[src/hw/rtl/lzfd_pkg.sv]
`default_nettype none
package lzfd_pkg;

  // history window
  localparam int WINDOW_BYTES = 8192;
  localparam int WIN_AW       = $clog2(WINDOW_BYTES);
  // lane width, capped at eight by the data port
  localparam int LANE_BYTES   = 8;
  localparam int LANE_W       = 8 * LANE_BYTES;
  localparam int LANE_CW      = $clog2(LANE_BYTES + 1);

  localparam int CNT_W        = 17;
  localparam logic [CNT_W-1:0] MAX_OUT_RESET = 17'd16384;

  // command queue between front and back
  localparam int FIFO_DEPTH   = 4;
  localparam int FIFO_AW      = $clog2(FIFO_DEPTH);

  // control byte classes
  localparam logic [7:0] LIT_CTRL_LIMIT = 8'd32;
  localparam logic [2:0] LEN_EXTRA_CODE = 3'd7;
  localparam logic [8:0] MATCH_BIAS     = 9'd3;

  typedef enum logic [1:0] {
    ST_OK    = 2'd0,
    ST_LIMIT = 2'd1,
    ST_REF   = 2'd2,
    ST_TRUNC = 2'd3
  } status_t;

  typedef enum logic [1:0] {
    PH_CTRL  = 2'd0,
    PH_LIT   = 2'd1,
    PH_EXTRA = 2'd2,
    PH_DIST  = 2'd3
  } phase_t;

  typedef enum logic [1:0] {
    CMD_NONE = 2'd0,
    CMD_LIT  = 2'd1,
    CMD_COPY = 2'd2
  } cmd_kind_t;

  typedef enum logic [1:0] {
    BK_IDLE  = 2'd0,
    BK_RD    = 2'd1,
    BK_WR    = 2'd2,
    BK_FLUSH = 2'd3
  } back_st_t;

  typedef struct packed {
    cmd_kind_t         kind;
    logic [7:0]        lit;
    logic [WIN_AW:0]   distance;
    logic [8:0]        len;
    logic              last;
    status_t           status;
    logic [CNT_W-1:0]  total;
  } cmd_t;

endpackage
`default_nettype wire

[src/hw/rtl/lzfd_if.sv]
`default_nettype none
interface lzfd_in_if;
  logic       valid;
  logic       ready;
  logic [7:0] in_byte;
  logic       in_last;
  modport source (output valid, in_byte, in_last, input ready);
  modport sink   (input valid, in_byte, in_last, output ready);
endinterface

`default_nettype wire

[src/hw/rtl/lzfd_front.sv]
`default_nettype none
module lzfd_front (
  input  wire logic                      clk,
  input  wire logic                      rst_n,
  lzfd_in_if.sink                        in_bus,
  input  wire logic [lzfd_pkg::CNT_W-1:0] max_out,
  output logic                           push,
  output lzfd_pkg::cmd_t                 push_cmd,
  input  wire logic                      full
);
  import lzfd_pkg::*;

  phase_t           ph_r, ph_nxt;
  logic [CNT_W-1:0] ocnt_r, ocnt_nxt;
  logic [5:0]       lit_r, lit_nxt;
  logic [8:0]       mlen_r, mlen_nxt;
  logic [4:0]       ohi_r, ohi_nxt;
  status_t          err_r, err_nxt;
  cmd_kind_t        kind;
  logic             accept;
  logic [7:0]       b;
  logic [WIN_AW:0]  distance;
  logic [8:0]       len;
  logic [CNT_W:0]   need;

  assign in_bus.ready = !full;
  assign accept       = in_bus.valid && !full;
  assign b            = in_bus.in_byte;
  assign distance     = {ohi_r, b} + 1'b1;
  assign len          = mlen_r + MATCH_BIAS;

  // token parser
  always_comb begin
    ph_nxt   = ph_r;
    ocnt_nxt = ocnt_r;
    lit_nxt  = lit_r;
    mlen_nxt = mlen_r;
    ohi_nxt  = ohi_r;
    err_nxt  = err_r;
    kind     = CMD_NONE;
    need     = '0;
    if (err_r == ST_OK) begin
      unique case (ph_r)
        PH_CTRL: begin
          if (b < LIT_CTRL_LIMIT) begin
            need = {1'b0, ocnt_r} + (CNT_W+1)'(b) + 1'b1;
            if (need > {1'b0, max_out}) err_nxt = ST_LIMIT;
            else begin
              lit_nxt = {1'b0, b[4:0]} + 1'b1;
              ph_nxt  = PH_LIT;
            end
          end else begin
            mlen_nxt = {6'd0, b[7:5]} - 1'b1;
            ohi_nxt  = b[4:0];
            ph_nxt   = (b[7:5] == LEN_EXTRA_CODE) ? PH_EXTRA : PH_DIST;
          end
        end
        PH_LIT: begin
          kind     = CMD_LIT;
          ocnt_nxt = ocnt_r + 1'b1;
          lit_nxt  = lit_r - 1'b1;
          if (lit_nxt == '0) ph_nxt = PH_CTRL;
        end
        PH_EXTRA: begin
          mlen_nxt = mlen_r + 9'(b);
          ph_nxt   = PH_DIST;
        end
        PH_DIST: begin
          need = {1'b0, ocnt_r} + (CNT_W+1)'(len);
          if (need > {1'b0, max_out}) err_nxt = ST_LIMIT;
          else if ((CNT_W)'(distance) > ocnt_r) err_nxt = ST_REF;
          else begin
            kind     = CMD_COPY;
            ocnt_nxt = need[CNT_W-1:0];
          end
          ph_nxt = PH_CTRL;
        end
        default: ph_nxt = PH_CTRL;
      endcase
    end
    if (in_bus.in_last && err_nxt == ST_OK && ph_nxt != PH_CTRL) err_nxt = ST_TRUNC;
  end

  // command to the back end
  assign push = accept && (kind != CMD_NONE || in_bus.in_last);
  always_comb begin
    push_cmd.kind     = kind;
    push_cmd.lit      = b;
    push_cmd.distance = distance;
    push_cmd.len      = len;
    push_cmd.last     = in_bus.in_last;
    push_cmd.status   = in_bus.in_last ? err_nxt : ST_OK;
    push_cmd.total    = (in_bus.in_last && err_nxt == ST_OK) ? ocnt_nxt : '0;
  end

  // stream state, cleared after the final byte
  always_ff @(posedge clk) begin
    if (!rst_n || (accept && in_bus.in_last)) begin
      ph_r   <= PH_CTRL;
      ocnt_r <= '0;
      lit_r  <= '0;
      mlen_r <= '0;
      ohi_r  <= '0;
      err_r  <= ST_OK;
    end else if (accept) begin
      ph_r   <= ph_nxt;
      ocnt_r <= ocnt_nxt;
      lit_r  <= lit_nxt;
      mlen_r <= mlen_nxt;
      ohi_r  <= ohi_nxt;
      err_r  <= err_nxt;
    end
  end

  err_sticky: assert property (@(posedge clk) disable iff (!rst_n)
      (err_r != ST_OK && !(accept && in_bus.in_last)) |=> err_r == $past(err_r))
    else $error("error code changed before stream end");
  no_out_err: assert property (@(posedge clk) disable iff (!rst_n)
      (err_r != ST_OK) |-> kind == CMD_NONE)
    else $error("output command after error");
  cnt_lim: assert property (@(posedge clk) disable iff (!rst_n)
      (push && kind == CMD_COPY) |-> ocnt_nxt <= max_out)
    else $error("copy beyond output limit");
endmodule
`default_nettype wire

[src/flat_wrapper.sv]
// flat-port wrapper written by rule: the top's interface ports become plain ports
module lzfd_front_flat import lzfd_pkg::*;
  (clk, rst_n, max_out, push, push_cmd, full, in_bus_valid, in_bus_in_byte, in_bus_in_last, in_bus_ready);
  lzfd_in_if in_bus_i ();
  input  wire logic clk;
  input  wire logic rst_n;
  input  wire logic [lzfd_pkg::CNT_W-1:0] max_out;
  output logic push;
  output lzfd_pkg::cmd_t push_cmd;
  input  wire logic full;
  input wire logic [$bits(in_bus_i.valid)-1:0] in_bus_valid;
  input wire logic [$bits(in_bus_i.in_byte)-1:0] in_bus_in_byte;
  input wire logic [$bits(in_bus_i.in_last)-1:0] in_bus_in_last;
  output wire logic [$bits(in_bus_i.ready)-1:0] in_bus_ready;
  assign in_bus_i.valid = in_bus_valid;
  assign in_bus_i.in_byte = in_bus_in_byte;
  assign in_bus_i.in_last = in_bus_in_last;
  assign in_bus_ready = in_bus_i.ready;
  lzfd_front u_core (.clk(clk), .rst_n(rst_n), .in_bus(in_bus_i), .max_out(max_out), .push(push), .push_cmd(push_cmd), .full(full));
endmodule
[config.mk]
export PLATFORM = sky130hd
export DESIGN_NAME = lzfd_front_flat
export DESIGN_NICKNAME = d
export VERILOG_FILES = /design/src/hw/rtl/lzfd_pkg.sv /design/src/hw/rtl/lzfd_if.sv /design/src/hw/rtl/lzfd_front.sv /design/src/flat_wrapper.sv
export SDC_FILE = /design/constraint.sdc
export NUM_CORES = 1
export LEC_CHECK = 0
export ABC_CLOCK_PERIOD_IN_PS = 14060
export BUFFER_PORTS_ARGS = -buffer_cell sky130_fd_sc_hd__buf_2
export CELL_PAD_IN_SITES_DETAIL_PLACEMENT = 1
export CELL_PAD_IN_SITES_GLOBAL_PLACEMENT = 2
export CORE_ASPECT_RATIO = 0.75
export CORE_MARGIN = 4
export CORE_UTILIZATION = 36
export CTS_CLUSTER_DIAMETER = 80
export CTS_CLUSTER_SIZE = 16
export DETAILED_ROUTE_END_ITERATION = 8
export PLACE_DENSITY = 0.86
export SYNTH_ARGS = -nofsm -noshare
export SYNTH_HDL_FRONTEND = slang
export SYNTH_SLANG_ARGS = --single-unit
[constraint.sdc]
create_clock -name clk -period 14.06 [get_ports clk]
set_input_delay 2.109 -clock clk [delete_from_list [all_inputs] [get_ports clk]]
set_output_delay 2.109 -clock clk [all_outputs]
set_load 0.03 [all_outputs]
==> flow_summary.yaml <==
clock_tree:
  clockBufferDepth: 2
  cts_made_buffers: 5
  hold_buffers: 0
  path_clk_slew_ns: 0.07
  cts_resized: 0
  clkSinkCount: 41
  htree_num_levels: 2
  worst_skew_pair.late_latency_ns: 0.30
  cts_tree: "built"
  post-cts-setup-buffer-count: 0
  root_buffer: "clkbuf_16"
die:
  core.rowCount: 39
  dieArea_um2: 18100
  core_um2: 15500
  die_x_um: 154
  boundaryPins: 85
  start_util_pct: 37.3
  die_h_um: 118
global_route:
  track_usage_pct: 24.7
  grt_pass1_wl_um: 35900
  overflow: 0
  antenna_found_initial: 0
  grt_max_degree: 27
  grt_pass1_vias: 6284
critical_path:
  cp_slowest_cell: "nand4b_2"
  crit_path_cell_trace: "buf_2, inv_1, ha_1, fa_1, nor2b_1, o21ai_0, a21boi_0, o21ai_0, a21boi_0, o21ai_0, a211oi_1, xnor2_1, ha_1, and4_1, nand3_1, nor3_1, a211oi_1, o22a_1, o31a_1, nand4b_2, a211oi_1, buf_2"
  rr_worst_depth: 20
  rr_startpoint: "u_core.mlen_r[1]"
  path_max_fanout: 17
  cp.arrival_ns: 7.46
  cp_top_family: "compound AO/OA/AOI/OAI gates"
  startpoint_type: "input pin"
  ff2ff_setup_slack_ns: 7.96
  required_ns: 11.95
  path_buf_inv: 3
  critPathMaxStageDelay_ns: 0.56
  end_kind: "output pin"
  worst_r2r_endpoint: "u_core.ocnt_r[2]"
  worst-setup-path-type: "in2out"
placement:
  dpl_cell_area_um2: 6280
  globalplace.congestion: 0.911
  dp_hpwl_um: 18600
  io_buffers: 84
detailed_routing:
  vias: 6185
  highest_layer: "met4"
  wl_met1_um: 11100
  drt_iter0_drc: 370
  wirelength_um: 23100
  drt.antenna.violating_nets: 0
  wl_per_cell_um: 22.2
  wl_met3_um: 1960
  route.met2.wl_um: 9720
  drc: 0
  drt-pass1-iter-count: 5
  viasPerCell: 5.95
run_status:
  outcome: "complete, no violations"
synth:
  avgSynthCellArea_um2: 7.40
  async_reset_ff_share_pct: 0
  ys_ff_latch: 41
  synth_cell_types: 72
  synth_edf_count: 0
  synth_xor_area_share_pct: 7.60
  synth_top_family_by_area: "compound AO/OA/AOI/OAI gates"
  synth.top_cell.area_share_pct: 18.5
  netlist_top_cells_count: "ha_1 (85), nor2_1 (72), inv_1 (67), o21ai_0 (60), a21oi_1 (51)"
  synthFlopType: "dfxtp_1"
  yosysTopAreaCell: "ha_1"
  seq_area_frac_synth_pct: 14.2
  synthSimpleGateAreaFrac_pct: 20.9
  synth_cells: 779
  yosysMostFrequentCell: "ha_1"
  synth_fp_nets: 897
  synth_compound_area_share_pct: 26.9
  synthMuxAreaShare_pct: 2.63
  synthTopCellsByArea: "ha_1 (18%), dfxtp_1 (14%), xnor2_1 (6.1%), o21ai_0 (5.2%), nor2_1 (4.7%)"
  syn_area_um2: 5760
  yosys_warnings: 0
  synth_adder_area_share_pct: 19.5
min_path:
  min_to: "u_core.lit_r[5]"
  timing.hold.worst_path_depth: 2
  min-delay-start: "u_core.lit_r[5]"
  min_path_type: "reg2reg"
final_layout:
  n_antenna_cell: 0
  regArea_um2: 821
  multi_input_area_um2: 4470
  fillers: 1970
  fin_nets: 953
  drive_gt1_share_pct: 14.0
  synthToLayoutAreaGrowth_pct: 11.4
  fin_area_um2: 6420
power_and_ir_drop:
  leakage_nw: 2.73
  powerDensity_nw_per_um2: 65.5
  total_power_mw: 0.421
  vdd_drop_max_mv: 0.0674
sta:
  fin_skew_ns: 0.00881
  setup_viol: 0
  rsz0062_at_grt: "no"
  tightest_slew_ns: 1.23
  max_slew_margin_pct: 17.6
  final_hold_viol_count: 0
  period_needed_ns: 9.57
  slew_violations: 0
  fmax_mhz: 105
  setup_tns_ns: 0
  fin_crit_sh_pct: 68.0
flow_run:
  cap_violations: 0
[sequential cells by signal (all words and copies together), names as in the netlist]
name / flops
u_core.err_r: 2
u_core.lit_r: 6
u_core.mlen_r: 9
u_core.ocnt_r: 17
u_core.ohi_r: 5
u_core.ph_r: 2
[metrics by stage]
| stage | setup slack [ns] | hold slack [ns] | cells | utilization, % |
|---|---|---|---|---|
| after floorplan | 5.17 | 0.460 | 779 | - |
| after global placement | 4.80 | 0.479 | 1033 | 40.6 |
| after detailed placement | 4.47 | 0.496 | 1033 | 40.6 |
| after CTS | 4.46 | 0.505 | 1040 | 41.5 |
| after global routing | 4.05 | 0.551 | 1040 | 41.5 |
| final | 4.49 | 0.513 | 1040 | 41.5 |
[cells in the final DEF (no fill, tap or decap), types with 7 or more instances in the layout]
cell	Yosys	final
ha_1	85	85
buf_2	3	84
nor2_1	72	72
inv_1	67	67
o21ai_0	60	60
a21oi_1	51	51
nand2_1	49	49
dfxtp_1	41	41
xnor2_1	40	40
nor3_1	33	33
a211oi_1	23	23
nand3_1	21	21
nand4_1	16	16
mux2i_1	14	14
xor2_1	10	10
nor4_1	10	10
a21o_1	9	9
o211ai_1	9	9
o21a_1	7	7
nor2b_1	8	7
a31oi_1	7	7
buf_4	10	7
[worst max-delay path by stage]
stage / startpoint / endpoint / cells past startpoint
3_3_place_gp: in_bus_in_byte[0] / push_cmd[0] / 22
4_1_cts: in_bus_in_byte[0] / push_cmd[11] / 22
3_5_place_dp: in_bus_in_byte[0] / push_cmd[11] / 22
6_report: in_bus_in_byte[0] / push_cmd[11] / 22
5_1_grt: in_bus_in_byte[0] / push_cmd[16] / 22
2_1_floorplan: in_bus_in_byte[0] / push_cmd[10] / 21
[worst reg2reg max path: stages (launching register included)]
cell and delay, ns:
dfxtp_1 0.43, inv_1 0.13, ha_1 0.23, nor2_1 0.16
and3_1 0.23, nand3_1 0.11, xnor2_1 0.35, ha_1 0.35
and2_1 0.22, a311oi_4 0.57, xnor2_1 0.19, ha_1 0.26
nand4_1 0.13, a211oi_1 0.07, a2111oi_0 0.64, o211ai_1 0.38
a211oi_4 0.33, buf_4 0.33, mux2_2 0.38, a221oi_1 0.39
a21oi_1 0.11
[per-layer routing]
layer  track usage, %  vias to the layer above
li1                 -                     2947
met1             36.6                     2980
met2             37.0                      242
met3             5.33                       16
met4             4.30                        0
met5                0                        -
[kinds of logic after synthesis]
| kind of cell | after synthesis |
|---|---|
| mux | 15 |
| simple gates | 245 |
| buf+inv | 110 |
| flops | 41 |
| fa+ha+maj | 88 |
| xor+xnor | 50 |
| compound gates | 230 |
[power breakdown]
| group | switching, mW | internal (mW) | leakage, nW | total [mW] |
|---|---|---|---|---|
| clock network | 0.0550 | 0.0699 | 0.0690 | 0.125 |
| registers | 0.00851 | 0.120 | 0.333 | 0.128 |
| logic | 0.110 | 0.0572 | 2.33 | 0.167 |
[cell type report]
class / count / share of cell area, %
clock buffers: 6 / 2.16
repair buffers: 91 / 7.36
multi-input cells: 628 / 69.6
flip-flops and latches: 41 / 12.8
clock inverters: 1 / 0.117
inverters: 68 / 3.97
well taps: 205 / 3.99
Note: power is estimated with default switching activity, not from simulation.
