`config.mk`:
```
export PLATFORM = sky130hd
export DESIGN_NAME = lzfd_fifo
export DESIGN_NICKNAME = d
export VERILOG_FILES = /design/src/hw/rtl/lzfd_pkg.sv /design/src/hw/rtl/lzfd_fifo.sv
export SDC_FILE = /design/constraint.sdc
export NUM_CORES = 1
export LEC_CHECK = 0
export ABC_CLOCK_PERIOD_IN_PS = 4650
export BUFFER_PORTS_ARGS = -buffer_cell sky130_fd_sc_hd__buf_2
export CORE_MARGIN = 8
export CORE_UTILIZATION = 64
export CTS_BUF_LIST = sky130_fd_sc_hd__clkbuf_2
export DETAILED_ROUTE_END_ITERATION = 8
export PLACE_DENSITY = 0.89
export SETUP_SLACK_MARGIN = 0.5
export SLEW_MARGIN = 20
export SYNTH_ARGS = -nofsm -noshare
export SYNTH_HDL_FRONTEND = slang
export SYNTH_SLANG_ARGS = --single-unit
```
`constraint.sdc`:
```
create_clock -name clk -period 4.65 [get_ports clk]
set_input_delay 0.93 -clock clk [delete_from_list [all_inputs] [get_ports clk]]
set_output_delay 0.93 -clock clk [all_outputs]
set_load 0.01 [all_outputs]
```
`src/hw/rtl/lzfd_pkg.sv`:
```
`default_nettype none
package lzfd_pkg;

  // history window
  localparam int WINDOW_BYTES = 8192;
  localparam int WIN_AW       = $clog2(WINDOW_BYTES);
  // lane width, capped at eight by the data port
  localparam int LANE_BYTES   = 8;
  localparam int LANE_W       = 8 * LANE_BYTES;
  localparam int LANE_CW      = $clog2(LANE_BYTES + 1);

  localparam int CNT_W        = 17;
  localparam logic [CNT_W-1:0] MAX_OUT_RESET = 17'd16384;

  // command queue between front and back
  localparam int FIFO_DEPTH   = 4;
  localparam int FIFO_AW      = $clog2(FIFO_DEPTH);

  // control byte classes
  localparam logic [7:0] LIT_CTRL_LIMIT = 8'd32;
  localparam logic [2:0] LEN_EXTRA_CODE = 3'd7;
  localparam logic [8:0] MATCH_BIAS     = 9'd3;

  typedef enum logic [1:0] {
    ST_OK    = 2'd0,
    ST_LIMIT = 2'd1,
    ST_REF   = 2'd2,
    ST_TRUNC = 2'd3
  } status_t;

  typedef enum logic [1:0] {
    PH_CTRL  = 2'd0,
    PH_LIT   = 2'd1,
    PH_EXTRA = 2'd2,
    PH_DIST  = 2'd3
  } phase_t;

  typedef enum logic [1:0] {
    CMD_NONE = 2'd0,
    CMD_LIT  = 2'd1,
    CMD_COPY = 2'd2
  } cmd_kind_t;

  typedef enum logic [1:0] {
    BK_IDLE  = 2'd0,
    BK_RD    = 2'd1,
    BK_WR    = 2'd2,
    BK_FLUSH = 2'd3
  } back_st_t;

  typedef struct packed {
    cmd_kind_t         kind;
    logic [7:0]        lit;
    logic [WIN_AW:0]   distance;
    logic [8:0]        len;
    logic              last;
    status_t           status;
    logic [CNT_W-1:0]  total;
  } cmd_t;

endpackage
`default_nettype wire

```
`src/hw/rtl/lzfd_fifo.sv`:
```
`default_nettype none
module lzfd_fifo (
  input  wire logic          clk,
  input  wire logic          rst_n,
  input  wire logic          push,
  input  wire lzfd_pkg::cmd_t push_cmd,
  output logic               full,
  input  wire logic          pop,
  output lzfd_pkg::cmd_t     pop_cmd,
  output logic               empty
);
  import lzfd_pkg::*;

  cmd_t               slot_r [FIFO_DEPTH];
  logic [FIFO_AW-1:0] wp_r, rp_r;
  logic [FIFO_AW:0]   fill_r;

  assign full    = (fill_r == (FIFO_AW+1)'(FIFO_DEPTH));
  assign empty   = (fill_r == '0);
  assign pop_cmd = slot_r[rp_r];

  // storage
  always_ff @(posedge clk) begin
    if (push) slot_r[wp_r] <= push_cmd;
  end

  // pointers
  always_ff @(posedge clk) begin
    if (!rst_n) begin
      wp_r   <= '0;
      rp_r   <= '0;
      fill_r <= '0;
    end else begin
      if (push) wp_r <= wp_r + 1'b1;
      if (pop)  rp_r <= rp_r + 1'b1;
      if (push && !pop) fill_r <= fill_r + 1'b1;
      else if (pop && !push) fill_r <= fill_r - 1'b1;
    end
  end

  ovf_chk: assert property (@(posedge clk) disable iff (!rst_n) full |-> !push || pop)
    else $error("push into full queue");
  udf_chk: assert property (@(posedge clk) disable iff (!rst_n) empty |-> !pop)
    else $error("pop from empty queue");
  fill_chk: assert property (@(posedge clk) disable iff (!rst_n)
                             fill_r <= (FIFO_AW+1)'(FIFO_DEPTH))
    else $error("queue fill out of range");
endmodule
`default_nettype wire

```
==> flow_metrics.tcl, run 1 <==
set metrics [dict create \
    required_ps 3720 \
    route.vias.total 3766 \
    synth-async-reset-ratio 0 \
    synth_mux_area_frac 0.150 \
    power_leakage_nw 3.30 \
    worstMarginPinSlew_ps 918 \
    drtIter0Drc 265 \
    grt-ovfl-total 0 \
    rsz0062_at_grt "false" \
    syn_inst 320 \
    portBuffers 111 \
    ios 112 \
    numCtsBuffers 50 \
    design.die.area_um2 16600 \
    gp_congestion 0.674 \
    final_cell_mix "edfxtp_1, buf_2, clkbuf_2, mux4_2" \
    synth_cell_types 22 \
    cts.clk_slew.worst_paths_ps 100 \
    cts_root_buf "clkbuf_2" \
    dp.final_hpwl_um 8790 \
    fillers 728 \
    synth_seq_cells 221 \
    vdd_ir_drop_max_uv 324 \
    ys_warn_count 0 \
    grt_pass1_wl_um 21300 \
    placed_cells 600 \
    die_w_um 129 \
    first_pass_iters 5 \
    fin_cells 690 \
    drc 0 \
    post-route-worst-setup-slack_ps 1070 \
    num_antenna_cells 0 \
    synthSimpleGateAreaFrac 0.0112 \
    drive_above_1_share 0.496 \
    cts-hold-fix-buffers 0 \
    slew_headroom 0.388 \
    yosysTopAreaCellShare 0.780 \
    regToRegStartpoint "wp_r[0]$_SDFFE_PN0P_" \
    r2r_slack_ps 2520 \
    core.rowCount 41 \
    post_cts_buffers 0 \
    finalSetupTns_ps 0 \
    hp-class "input pin to flip-flop" \
    min_period_over_period 0.770 \
    fmax_mhz 279 \
    grt_pass1_vias 4215 \
    fin_skew_ps 33.7 \
    synth_top_family_by_area "multiplexers" \
    synthXorXnorAreaFrac 0.00537 \
    final_common_cell "edfxtp_1" \
    synthAdderAreaFrac 0.0101 \
    ys_seq_area_frac 0.803 \
    start_util 0.652 \
    grt_max_degree 45 \
    cts_max_level 2 \
    fin_nets 543 \
    maxCapViolations 0 \
    synthFlopType "edfxtp_1" \
    hold_viol_final 0 \
    die_h_um 129 \
    fin_hold_ws_ps 416 \
    fin_crit_ps 3580 \
    synth_edf_count 212 \
    ant_nets 0 \
    reg2regPathDepth 3 \
    endpoint "pop_cmd[3]" \
    min_from "push_cmd[40]" \
    reg2reg_to "slot_r[3][24]$_DFFE_PP_" \
    pre_cts_ws_ps 1730 \
    p_per_area_nw_per_um2 417 \
    antenna_found_initial 0 \
    clockBufferDepth 3 \
    netlist_area_um2 8160 \
    synth_area_leaders "edfxtp_1, mux4_2, dfxtp_1, buf_12, mux4_1" \
    totalPowerFinal_mw 3.89 \
    areaGrowthSynthToFinish_pct 14.4 \
    endpoint_kind "primary output" \
    synth_area_leader_cell "edfxtp_1" \
    clock_latency_ps 720 \
    syn_area_per_cell_um2 25.5 \
    start_kind "flip-flop" \
    status "complete, no violations" \
    finalSetupViolCount 0 \
    drt_wl_total_um 13900 \
    crit_fanout 42 \
    wl_per_cell_um 20.1 \
    synth_compound_area_frac 0.00153 \
    core_um2 12500 \
    cts_tree "built" \
    slew_viol_final 0 \
    drt-vias-per-instance 5.46 \
    cp.arrival_ps 2650 \
    numClockSinks 221 \
    criticalPathCategory "flip-flop to primary output" \
    synth.net_count 383 \
    grt_usage 0.172 \
    cts_resized 0 \
]
-- worst max-delay path: stages (launching register included) --
cell and delay (ps):
dfxtp_4 920, buf_4 330, mux4_2 510, buf_2 150
-- layout make-up --
cell class | count | area [µm²] | share of cell area
clock buffers | 78 | 390 | 0.0418
clock inverters | 12 | 72.6 | 0.00778
flip-flops and latches | 221 | 6550 | 0.702
inverters | 4 | 15.0 | 0.00161
multi-input cells | 83 | 1460 | 0.157
well taps | 172 | 215 | 0.0231
repair buffers | 120 | 623 | 0.0668
-- state kept, by name (all words and copies together), names as in the netlist, named ones only --
register	flops
slot_r	212
rp_r	2
wp_r	2
fill_r	3
-- power by group --
group	total, mW	leakage, nW	internal (mW)	switching [mW]
registers	2.34	2.02	2.28	0.0604
clock network	1.16	0.360	0.496	0.665
logic	0.383	0.918	0.194	0.189
total	3.89	3.30	2.97	0.914
-- per-layer routing --
metal / up-vias / routed length, µm / track usage
met4: 0 / 81 / 0.0581
li1: 1714 / - / -
met5: - / 0 / 0
met3: 10 / 1030 / 0.0596
met1: 1907 / 5320 / 0.194
met2: 135 / 7460 / 0.301
-- cells in the mapped netlist (2+ instances only) --
cell type	instances
edfxtp_1	212
mux4_2	50
and2_1	9
dfxtp_1	9
buf_12	5
buf_2	5
ha_1	5
inv_1	4
mux4_1	3
xor2_1	3
mux2i_1	2
nor2b_1	2
xnor2_1	2
-- stage by stage --
stage	util	instance area, µm²
6_report	0.746	9330
5_1_grt	0.746	9330
3_3_place_gp	0.708	8860
3_5_place_dp	0.708	8860
4_1_cts	0.745	9330
2_1_floorplan	-	8160
-- kinds of logic (layout without fill, tap and decap cells) --
family                     count (synthesis)  after routing
buffers and inverters                     16            214
xor gates and xnor gates                   5              5
and+or+nand+nor                           15             15
DFF                                      221            221
AOI/OAI and AO/OA                          2              2
adders and majority gates                  6              6
muxes                                     55             55
-- how the worst min path moves through the flow --
stage | endpoint | slack [ps] | depth (start not counted)
final | slot_r[0][40]$_DFFE_PP_ | 420 | 1
after floorplan | fill_r[2]$_SDFFE_PN0P_ | 470 | 2
after CTS | slot_r[3][40]$_DFFE_PP_ | 300 | 1
after global routing | slot_r[3][31]$_DFFE_PP_ | 310 | 1
after detailed placement | fill_r[2]$_SDFFE_PN0P_ | 520 | 2
after global placement | fill_r[2]$_SDFFE_PN0P_ | 480 | 2
Note: power is estimated with default switching activity, not from simulation.
==> run 2, diff against run 1 <==
--- a/config.mk
+++ b/config.mk
@@ -5,13 +5,13 @@
 export SDC_FILE = /design/constraint.sdc
 export NUM_CORES = 1
 export LEC_CHECK = 0
-export ABC_CLOCK_PERIOD_IN_PS = 4650
+export ABC_CLOCK_PERIOD_IN_PS = 3500
 export BUFFER_PORTS_ARGS = -buffer_cell sky130_fd_sc_hd__buf_2
 export CORE_MARGIN = 8
-export CORE_UTILIZATION = 64
+export CORE_UTILIZATION = 59
 export CTS_BUF_LIST = sky130_fd_sc_hd__clkbuf_2
 export DETAILED_ROUTE_END_ITERATION = 8
-export PLACE_DENSITY = 0.89
+export PLACE_DENSITY = 0.83
 export SETUP_SLACK_MARGIN = 0.5
 export SLEW_MARGIN = 20
 export SYNTH_ARGS = -nofsm -noshare
==> constraint.sdc (replaced) <==
create_clock -name clk -period 3.5 [get_ports clk]
set_input_delay 0.7 -clock clk [delete_from_list [all_inputs] [get_ports clk]]
set_output_delay 0.7 -clock clk [all_outputs]
set_load 0.01 [all_outputs]
==> flow_metrics.tcl, run 2 (synthesized netlist as in run 1, its figures left out) <==
set metrics [dict create \
    cts_root_buf "clkbuf_2" \
    cp.arrival_ps 2120 \
    cts-hold-fix-buffers 0 \
    start_kind "flip-flop" \
    design.die.area_um2 17800 \
    gp_congestion 0.705 \
    crit_chain "buf_12, mux4_2, buf_2" \
    maxCapViolations 0 \
    min_period_over_period 0.805 \
    p_per_area_nw_per_um2 542 \
    grt_pass1_wl_um 22800 \
    final_common_cell "edfxtp_1" \
    slew_viol_final 0 \
    worstMarginPinSlew_ps 731 \
    criticalPathCategory "flip-flop to primary output" \
    cp_slowest_stage_delay_ps 550 \
    die_w_um 134 \
    fmax_mhz 355 \
    clockBufferDepth 3 \
    wl_per_cell_um 20.9 \
    slew_headroom 0.513 \
    cp.depth 3 \
    power_frac_clock 0.286 \
    die_h_um 134 \
    slowest_stage "mux4_2" \
    hp-class "input pin to flip-flop" \
    cts_tree "built" \
    hold_viol_final 0 \
    fin_skew_ps 24.6 \
    top_register "slot_r" \
    holdPathStages 1 \
    cts.clk_slew.worst_paths_ps 100 \
    largest_reg_flops 212 \
    vdd_ir_drop_max_uv 261 \
    grt-ovfl-total 0 \
    antenna_found_initial 4 \
    power_leakage_nw 3.33 \
    ios 112 \
    ant_nets 0 \
    grt_usage 0.168 \
    finalSetupViolCount 0 \
    core.rowCount 43 \
    portBuffers 111 \
    endpoint_kind "primary output" \
    power.switching_mw 1.26 \
    dp.final_hpwl_um 9080 \
    required_ps 2800 \
    drive_above_1_share 0.489 \
    critPathTopFamily "multiplexers" \
    swShare 0.247 \
    numClockSinks 221 \
    rsz0062_at_grt "false" \
    final_cell_mix "edfxtp_1, buf_2, clkbuf_2, mux4_2, clkinv_1" \
    crit_fanout 28 \
    reg2regPathDepth 3 \
    start_util 0.595 \
    drc 0 \
    route.vias.total 3853 \
    p_seq_frac 0.601 \
    core_um2 13700 \
    numCtsBuffers 52 \
    fin_nets 550 \
    areaGrowthSynthToFinish_pct 15.8 \
    pwr-share-comb 0.112 \
    drt_wl_total_um 14700 \
    totalPowerFinal_mw 5.12 \
    post-route-util 0.688 \
    status "complete, no violations" \
    drtIter0Drc 229 \
    fin_crit_ps 2820 \
    crit_buf_inv 2 \
    grt_pass1_vias 4319 \
    first_pass_iters 4 \
    clock_latency_ps 730 \
    p_int_mw 3.85 \
    grt_max_degree 42 \
    drt-vias-per-instance 5.46 \
    top_regs "slot_r x212, fill_r x3" \
    finalSetupTns_ps 0 \
    cts_max_level 2 \
]
==> run 2: cell count changes in the layout (fill, tap and decap cells not counted), moves of 2 or more <==
| cell | delta |
|---|---|
| diode_2 | +2 |
| clkbuf_2 | -9 |
| buf_12 | +5 |
| clkinv_1 | +7 |
| buf_4 | -2 |
| clkinv_2 | +3 |
==> run 2: area by class of cell <==
type                       instances  area (µm²)
sequential                       221        6550
fill                             902        4280
multi-input combinational         83        1460
timing repair buffer             125         751
clock buffer                      69         345
tap                              180         225
clock inverter                    22        87.6
inverter                           4        15.0
antenna                            2        5.00
==> run 2: path summary, 6_finish.rpt <==
path | slack, ps | start | end
max reg2reg | 1580 | wp_r[0]$_SDFFE_PN0P_ | slot_r[1][10]$_DFFE_PP_
max | 680 | flip-flop | pop_cmd[10]
min reg2reg | 580 | fill_r[2]$_SDFFE_PN0P_ | fill_r[2]$_SDFFE_PN0P_
min | 160 | push_cmd[21] | slot_r[3][21]$_DFFE_PP_
==> run 2: timing repair <==
action | CTS | global route
buffers inserted | 6 | 1
endpoints found under the hold margin | 0 | 0
resized for setup | 1 | 0
endpoints found under the setup margin | 53 | 14
==> run 2: metrics by stage <==
| stage | hold slack, ps | area, µm² | worst slack (ps) | std cells |
|---|---|---|---|---|
| after floorplan | 472 | 8160 | 1120 | 320 |
| final | 161 | 9440 | 682 | 706 |
| after global placement | 487 | 8920 | 1020 | 606 |
| after CTS | 68.6 | 9420 | 524 | 703 |
| after detailed placement | 565 | 8920 | 1030 | 606 |
| after global routing | 71.5 | 9440 | 505 | 706 |
==> run 2: power groups by stage <==
| stage | logic (mW) | registers [mW] | clock network, mW |
|---|---|---|---|
| floorplan | 0.362 | 3.12 | 0 |
| global placement | 0.534 | 3.15 | 0 |
| detailed placement | 0.544 | 3.16 | 0 |
| CTS | 0.581 | 3.08 | 1.53 |
| global route | 0.626 | 3.09 | 1.65 |
| finish | 0.574 | 3.08 | 1.46 |
==> run 2: worst reg2reg max path, stage by stage (launching register included) <==
cell	delay (ps)
dfxtp_1	410
ha_1	160
and2_2	620
buf_4	390
==> run 2: metal layers <==
metal / wire length [µm] / part of all wire / vias to the layer above / GRT usage
li1: - / - / 1737 / -
met1: 5710 / 0.39 / 1931 / 0.197
met2: 7610 / 0.52 / 145 / 0.274
met3: 1010 / 0.068 / 36 / 0.0516
met4: 392 / 0.027 / 4 / 0.0873
met5: 18 / 0.0012 / - / 0
==> run 3, diff against run 2 <==
--- a/config.mk
+++ b/config.mk
@@ -5,7 +5,7 @@
 export SDC_FILE = /design/constraint.sdc
 export NUM_CORES = 1
 export LEC_CHECK = 0
-export ABC_CLOCK_PERIOD_IN_PS = 3500
+export ABC_CLOCK_PERIOD_IN_PS = 2600
 export BUFFER_PORTS_ARGS = -buffer_cell sky130_fd_sc_hd__buf_2
 export CORE_MARGIN = 8
 export CORE_UTILIZATION = 59
==> constraint.sdc (replaced) <==
create_clock -name clk -period 2.6 [get_ports clk]
set_input_delay 0.52 -clock clk [delete_from_list [all_inputs] [get_ports clk]]
set_output_delay 0.52 -clock clk [all_outputs]
set_load 0.01 [all_outputs]
==> flow_metrics.tcl, run 3 (synthesized netlist as in run 1, its figures left out) <==
set metrics [dict create \
    pre_cts_ws_ps 505 \
    p_int_mw 5.44 \
    placed_cells 610 \
    finalSetupViolCount 42 \
    numCtsBuffers 52 \
    fin_crit_ps 2660 \
    drt_wl_total_um 16300 \
    first_pass_iters 4 \
    cp.arrival_ps 2140 \
    post-route-worst-setup-slack_ps -61.7 \
    cts.clk_slew.worst_paths_ps 110 \
    power_frac_clock 0.290 \
    top_regs "slot_r x212, fill_r x3" \
    drt-vias-per-instance 5.36 \
    slew_headroom 0.627 \
    power_leakage_nw 3.70 \
    largest_reg_flops 212 \
    wl_per_cell_um 21.1 \
    holdPathStages 3 \
    start_util 0.595 \
    cts_tree "built" \
    endpoint_kind "primary output" \
    fin_skew_ps 47.7 \
    fin_hold_ws_ps 110 \
    core.rowCount 43 \
    grt-ovfl-total 0 \
    rsz0062_at_grt "true" \
    gp_congestion 0.701 \
    start_kind "flip-flop" \
    p_seq_frac 0.572 \
    slew_viol_final 0 \
    dp.final_hpwl_um 9490 \
    grt_pass1_wl_um 24700 \
    dpl_cell_area_um2 9000 \
    drc 0 \
    status "finished, violations left" \
    die_w_um 134 \
    required_ps 2080 \
    final_common_cell "edfxtp_1" \
    vdd_ir_drop_max_uv 475 \
    reg2regPathDepth 4 \
    numClockSinks 221 \
    ant_nets 0 \
    maxCapViolations 0 \
    drtIter0Drc 330 \
    portBuffers 111 \
    p_per_area_nw_per_um2 702 \
    grt_pass1_vias 4579 \
    worstMarginPinSlew_ps 560 \
    drive_above_1_share 0.473 \
    cts_max_level 2 \
    ios 112 \
    core_um2 13700 \
    final_cell_area_um2 10300 \
    criticalPathCategory "flip-flop to primary output" \
    clock_latency_ps 780 \
    hold_viol_final 0 \
    grt_usage 0.183 \
    crit_fanout 13 \
    fillers 790 \
    cts_root_buf "clkbuf_2" \
    antenna_found_initial 1 \
    hp-class "input pin to flip-flop" \
    pwr-share-comb 0.138 \
    top_register "slot_r" \
    route.vias.total 4140 \
    totalPowerFinal_mw 7.24 \
    violations "negative setup slack" \
    design.die.area_um2 17800 \
    fmax_mhz 376 \
    grt_max_degree 39 \
    final_cell_mix "edfxtp_1, buf_2, clkbuf_2, dlygate4sd3_1, mux4_2" \
    min_period_over_period 1.02 \
    areaGrowthSynthToFinish_pct 26.4 \
    fin_nets 612 \
    fin_cells 773 \
    power.switching_mw 1.80 \
    clockBufferDepth 3 \
    die_h_um 134 \
    swShare 0.249 \
]
run 3: cell types whose count changed in the layout (fill, tap and decap cells not counted), moves of 2 or more:
cell	before	now
dlygate4sd3_1	0	54
buf_6	0	27
buf_2	111	86
clkbuf_2	69	79
buf_12	5	10
clkinv_1	16	12
dfxtp_1	7	4
buf_4	7	9
dfxtp_4	2	4
run 3: worst paths after layout:
kind                        startpoint                       to  slack [ps]
hold / removal                    push     wp_r[1]$_SDFFE_PN0P_         110
setup reg to reg  wp_r[0]$_SDFFE_PN0P_  slot_r[2][20]$_DFFE_PP_         850
hold reg to reg   wp_r[1]$_SDFFE_PN0P_     wp_r[1]$_SDFFE_PN0P_         590
setup / recovery             flip-flop              pop_cmd[40]         -60
run 3: timing repair:
| action | in CTS | in global routing |
|---|---|---|
| pin swaps | 0 | 2 |
| cloned | 0 | 1 |
| gates resized for setup | 27 | 13 |
| endpoints found under the setup margin | 55 | 55 |
| endpoints found under the hold margin | 221 | 0 |
| setup buffers | 5 | 5 |
| hold buffers | 54 | 0 |
run 3: layout make-up:
cell class / instances / area [µm²] / area share
antenna: 1 / 2.50 / 0.000243
clock buffer: 79 / 395 / 0.0384
clock inverter: 18 / 72.6 / 0.00704
inverter: 4 / 15.0 / 0.00146
multi-input combinational: 83 / 1470 / 0.142
sequential: 221 / 6560 / 0.637
tap: 180 / 225 / 0.0218
timing repair buffer: 187 / 1570 / 0.152
run 3: through the flow:
step            util  setup TNS [ps]
3_5_place_dp   0.656               0
2_1_floorplan      -               0
3_3_place_gp   0.656               0
4_1_cts        0.743           -5690
5_1_grt        0.751           -7480
6_report       0.751            -962
run 3: critical path, stage by stage, from the launching register on:
cell	delay (ps)
dfxtp_4	370
buf_12	120
buf_12	160
mux4_2	560
buf_6	150
run 3: routing by layer:
metal | share of wire | GRT usage | vias up
met5 | 0 | 0 | -
met1 | 0.38 | 0.215 | 2105
li1 | - | - | 1853
met4 | 0.019 | 0.0817 | 0
met3 | 0.069 | 0.0542 | 29
met2 | 0.53 | 0.307 | 153
run 3: power groups by stage:
| stage | Sequential (mW) | Clock [mW] | Combinational, mW |
|---|---|---|---|
| 3_3_place_gp | 4.21 | 0 | 0.775 |
| 5_1_grt | 4.15 | 2.32 | 1.07 |
| 4_1_cts | 4.14 | 2.17 | 0.959 |
| 3_5_place_dp | 4.23 | 0 | 0.798 |
| 2_1_floorplan | 4.20 | 0 | 0.488 |
| 6_report | 4.14 | 2.10 | 0.999 |
